File: config.mk
export PLATFORM = sky130hd
export DESIGN_NAME = bds_div
export DESIGN_NICKNAME = d
export VERILOG_FILES = /design/src/hw/rtl/bds_pkg.sv /design/src/hw/rtl/bds_div.sv
export SDC_FILE = /design/constraint.sdc
export NUM_CORES = 2
export LEC_CHECK = 0
export BUFFER_PORTS_ARGS = -buffer_cell sky130_fd_sc_hd__buf_2
export CAP_MARGIN = 20
export CORE_MARGIN = 3
export CORE_UTILIZATION = 45
export DETAILED_ROUTE_END_ITERATION = 8
export SYNTH_ARGS = -nofsm -noshare
export SYNTH_HDL_FRONTEND = slang
export SYNTH_SLANG_ARGS = --single-unit
File: constraint.sdc
create_clock -name vclk -period 18.5
set_input_delay 2.775 -clock vclk [all_inputs]
set_output_delay 2.775 -clock vclk [all_outputs]
set_load 0.01 [all_outputs]
File: src/hw/rtl/bds_pkg.sv
package bds_pkg;

  localparam int PIX_W    = 8;
  localparam int LANE_W   = 14;
  localparam int LANES    = 4;
  localparam int SUM_W    = LANE_W * LANES;
  localparam int FACTOR_W = 4;
  localparam int SIZE_W   = 14;
  localparam int POS_W    = 13;
  localparam int OUT_X_W  = 10;
  localparam int OUT_Y_W  = 13;
  localparam int RECIP_W  = 23;
  localparam int RECIP_SH = 22;
  localparam int PROD_W   = LANE_W + RECIP_W;

  localparam logic [SIZE_W-1:0] MAX_SIZE = 14'd8192;

  localparam logic [1:0] REG_FACTOR    = 2'd0;
  localparam logic [1:0] REG_IN_WIDTH  = 2'd1;
  localparam logic [1:0] REG_IN_HEIGHT = 2'd2;

  typedef logic [SUM_W-1:0] sum_t;

  typedef enum logic [1:0] {
    S_IDLE,
    S_WB,
    S_DIV
  } bds_state_t;

  function automatic sum_t lane_add(input sum_t a, input sum_t b);
    sum_t r;
    r = '0;
    for (int k = 0; k < LANES; k++) begin
      r[k*LANE_W +: LANE_W] = a[k*LANE_W +: LANE_W] + b[k*LANE_W +: LANE_W];
    end
    return r;
  endfunction

  // Rounded-up reciprocals of factor squared, scaled by two to the power RECIP_SH.
  // They give exact truncating quotients for every 14-bit lane sum.
  function automatic logic [RECIP_W-1:0] recip(input logic [FACTOR_W-1:0] f);
    logic [RECIP_W-1:0] r;
    case (f)
      4'd0:    r = 23'd4194304;
      4'd1:    r = 23'd4194304;
      4'd2:    r = 23'd1048576;
      4'd3:    r = 23'd466034;
      4'd4:    r = 23'd262144;
      4'd5:    r = 23'd167773;
      4'd6:    r = 23'd116509;
      4'd7:    r = 23'd85599;
      4'd8:    r = 23'd65536;
      4'd9:    r = 23'd51782;
      4'd10:   r = 23'd41944;
      4'd11:   r = 23'd34664;
      4'd12:   r = 23'd29128;
      4'd13:   r = 23'd24819;
      4'd14:   r = 23'd21400;
      4'd15:   r = 23'd18642;
      default: r = 23'd4194304;
    endcase
    return r;
  endfunction

endpackage

File: src/hw/rtl/bds_div.sv
module bds_div (
  input  logic [55:0] acc,
  input  logic [3:0]  factor,
  output logic [31:0] avg
);
  import bds_pkg::*;

  logic [RECIP_W-1:0] rcp;
  logic [PROD_W-1:0]  prod [LANES];

  assign rcp = recip(factor);

  always_comb begin
    for (int k = 0; k < LANES; k++) begin
      prod[k] = PROD_W'(acc[k*LANE_W +: LANE_W]) * PROD_W'(rcp);
      avg[k*PIX_W +: PIX_W] = prod[k][RECIP_SH +: PIX_W];
    end
  end

endmodule

==> impl_metrics.tcl <==
set metrics [dict create \
    status "finished, final reports clean" \
    nClkBuffers 0 \
    worst_pin_slew_ns 1.02 \
    hp-class "in -> out" \
    postPlaceCellArea_um2 34400 \
    cp_top_family "adder cells" \
    firstDrtPassIters 5 \
    nFlopsAndLatches 0 \
    p_comb_share_pct 100.0 \
    critPathLaunchType "input port" \
    final.setup.tns_ns 0 \
    dp_hpwl_mm 63.1 \
    critPathRequiredTime_ns 15.73 \
    grt_pass1_wl_mm 143 \
    crit_slowest_cell "o21ai_0" \
    drc 0 \
    rows 99 \
    place_ws_ns 4.82 \
    die_w_um 278 \
    portBuffers 92 \
    fin_cells 4661 \
    finalSetupViolations 0 \
    total_power_mw 4.13 \
    antenna_found_initial 3 \
    slew_violations 0 \
    fin_util_pct 47.1 \
    power.density_nw_per_um2 120 \
    finalHoldViolCount 0 \
    place.gp.congestion 0.826 \
    core_area_um2 73100 \
    regArea_um2 0 \
    clockPowerShare_pct 0 \
    dieArea_um2 77200 \
    multi_input_area_um2 29100 \
    cts_setup_buffers 0 \
    drt-initial-drc-count 1144 \
    holdWs_ns 6.40 \
    hp-start "acc[27]" \
    viasPerCell 5.17 \
    start_util_pct 45.5 \
    hold_end "avg[15]" \
    syn_to_final_growth_pct 3.47 \
    crit_buf_inv 7 \
    synth_area_um2 33300 \
    wl_mm 85.0 \
    hold_depth 6 \
    num-nets-final 4925 \
    post_cts_resized 0 \
    fin_crit_ns 13.84 \
    die_h_um 278 \
    syn-num-nets 5030 \
    fill_cells 7208 \
    crit_arrival_ns 11.07 \
    rsz0062_at_grt "false" \
    design_area_um2 34400 \
    seqPwrFrac_pct 0 \
    post-route-period-util_pct 74.8 \
    syn_area_per_cell_um2 8.73 \
    grt_max_degree 62 \
    syn_inst 3809 \
    ys_types 60 \
    switching_power_mw 2.39 \
    yosysSeqAreaShare_pct 0 \
    swShare_pct 57.8 \
    slew-limit-headroom_pct 31.9 \
    final_layout_size_suffix_gt1_share_pct 4.21 \
    grt_overflow_total 0 \
    crit_top_cell "fa_1" \
    dp_cells 4661 \
    drv_cap 0 \
    internal-power_mw 1.74 \
    ios 92 \
    grt_use_total_pct 23.2 \
    yosysWarnings 0 \
    ant_nets 0 \
    end_kind "output port" \
    via_count 24100 \
    grt_pass1_vias 26200 \
    critPathMaxStageDelay_ns 0.61 \
    max_freq_mhz 72.2 \
    power_leakage_nw 17.6 \
    path_class "in -> out" \
    hold_buffers 0 \
    wl_per_cell_um 18.2 \
    ir_drop_v 0.000191 \
    path_max_fanout 60 \
    num_antenna_cells 0 \
    setup_slack_ns 4.66 \
]
## cells in the final DEF (no fill, tap or decap), types with 6 or more instances in the layout
master and n:
a21o_1 14, nor2b_1 9, xor2_1 13, a211oi_1 11
buf_4 28, a21oi_1 47, nand2_2 6, nand4_1 12
nand2_1 583, nor2_1 34, inv_1 929, and4_1 7
and3_1 62, and2_1 502, nand3_1 15, xnor2_1 61
o21ai_0 32, buf_2 92, nor3_1 8, ha_1 313
fa_1 848
## Yosys cell counts (all sizes together), types with 12 or more instances
library cell  number  share of area [%]
nand3             15               0.23
a21o              14               0.32
fa               848                 51
nor2              34               0.38
and2             503                9.5
ha               313                 12
nand2            589                6.6
a21oi             52               0.78
o21ai             39               0.59
and3              62                1.2
nand4             13               0.26
inv              929                 10
xor2              13               0.34
xnor2             61                1.6
a211oi            12               0.29
clkbuf           217                2.4
## logic make-up after synthesis
logic type	after synthesis	share of synthesized area (%)
AOI/OAI and AO/OA	158	3.01
xor gates and xnor gates	74	1.95
adders and majority gates	1161	62.8
buffers and inverters	1156	13.1
muxes	4	0.128
and+or+nand+nor	1256	19.0
## metal layers
layer  part of all wire (%)  global-route usage, %  wire length (µm)
met3                    5.7                   1.99              4860
met4                    1.9                   3.74              1570
met5                      0                      0                 0
met1                     45                   33.5             38000
met2                     48                   39.1             40600
## cell type report
cell class / instances / share of cell area [%]
inverters: 929 / 10.1
multi-input cells: 2653 / 84.4
well taps: 959 / 3.49
repair buffers: 120 / 1.95
## worst max-delay path by stage
| stage | from | cells past startpoint | end | slack [ns] |
|---|---|---|---|---|
| 2_1_floorplan | factor[3] | 25 | avg[13] | 6.65 |
| 3_3_place_gp | factor[2] | 28 | avg[31] | 5.08 |
| 3_5_place_dp | factor[2] | 25 | avg[28] | 4.82 |
| 4_1_cts | factor[2] | 25 | avg[28] | 4.78 |
| 5_1_grt | factor[2] | 25 | avg[28] | 4.19 |
| 6_report | factor[2] | 25 | avg[28] | 4.66 |
## power by group through the flow
stage          clock network [mW]  registers, mW  logic (mW)
3_3_place_gp                    0              0        4.12
6_report                        0              0        4.13
3_5_place_dp                    0              0        4.16
5_1_grt                         0              0        4.83
4_1_cts                         0              0        4.20
2_1_floorplan                   0              0        3.03
(Power assumes the default switching activity.)
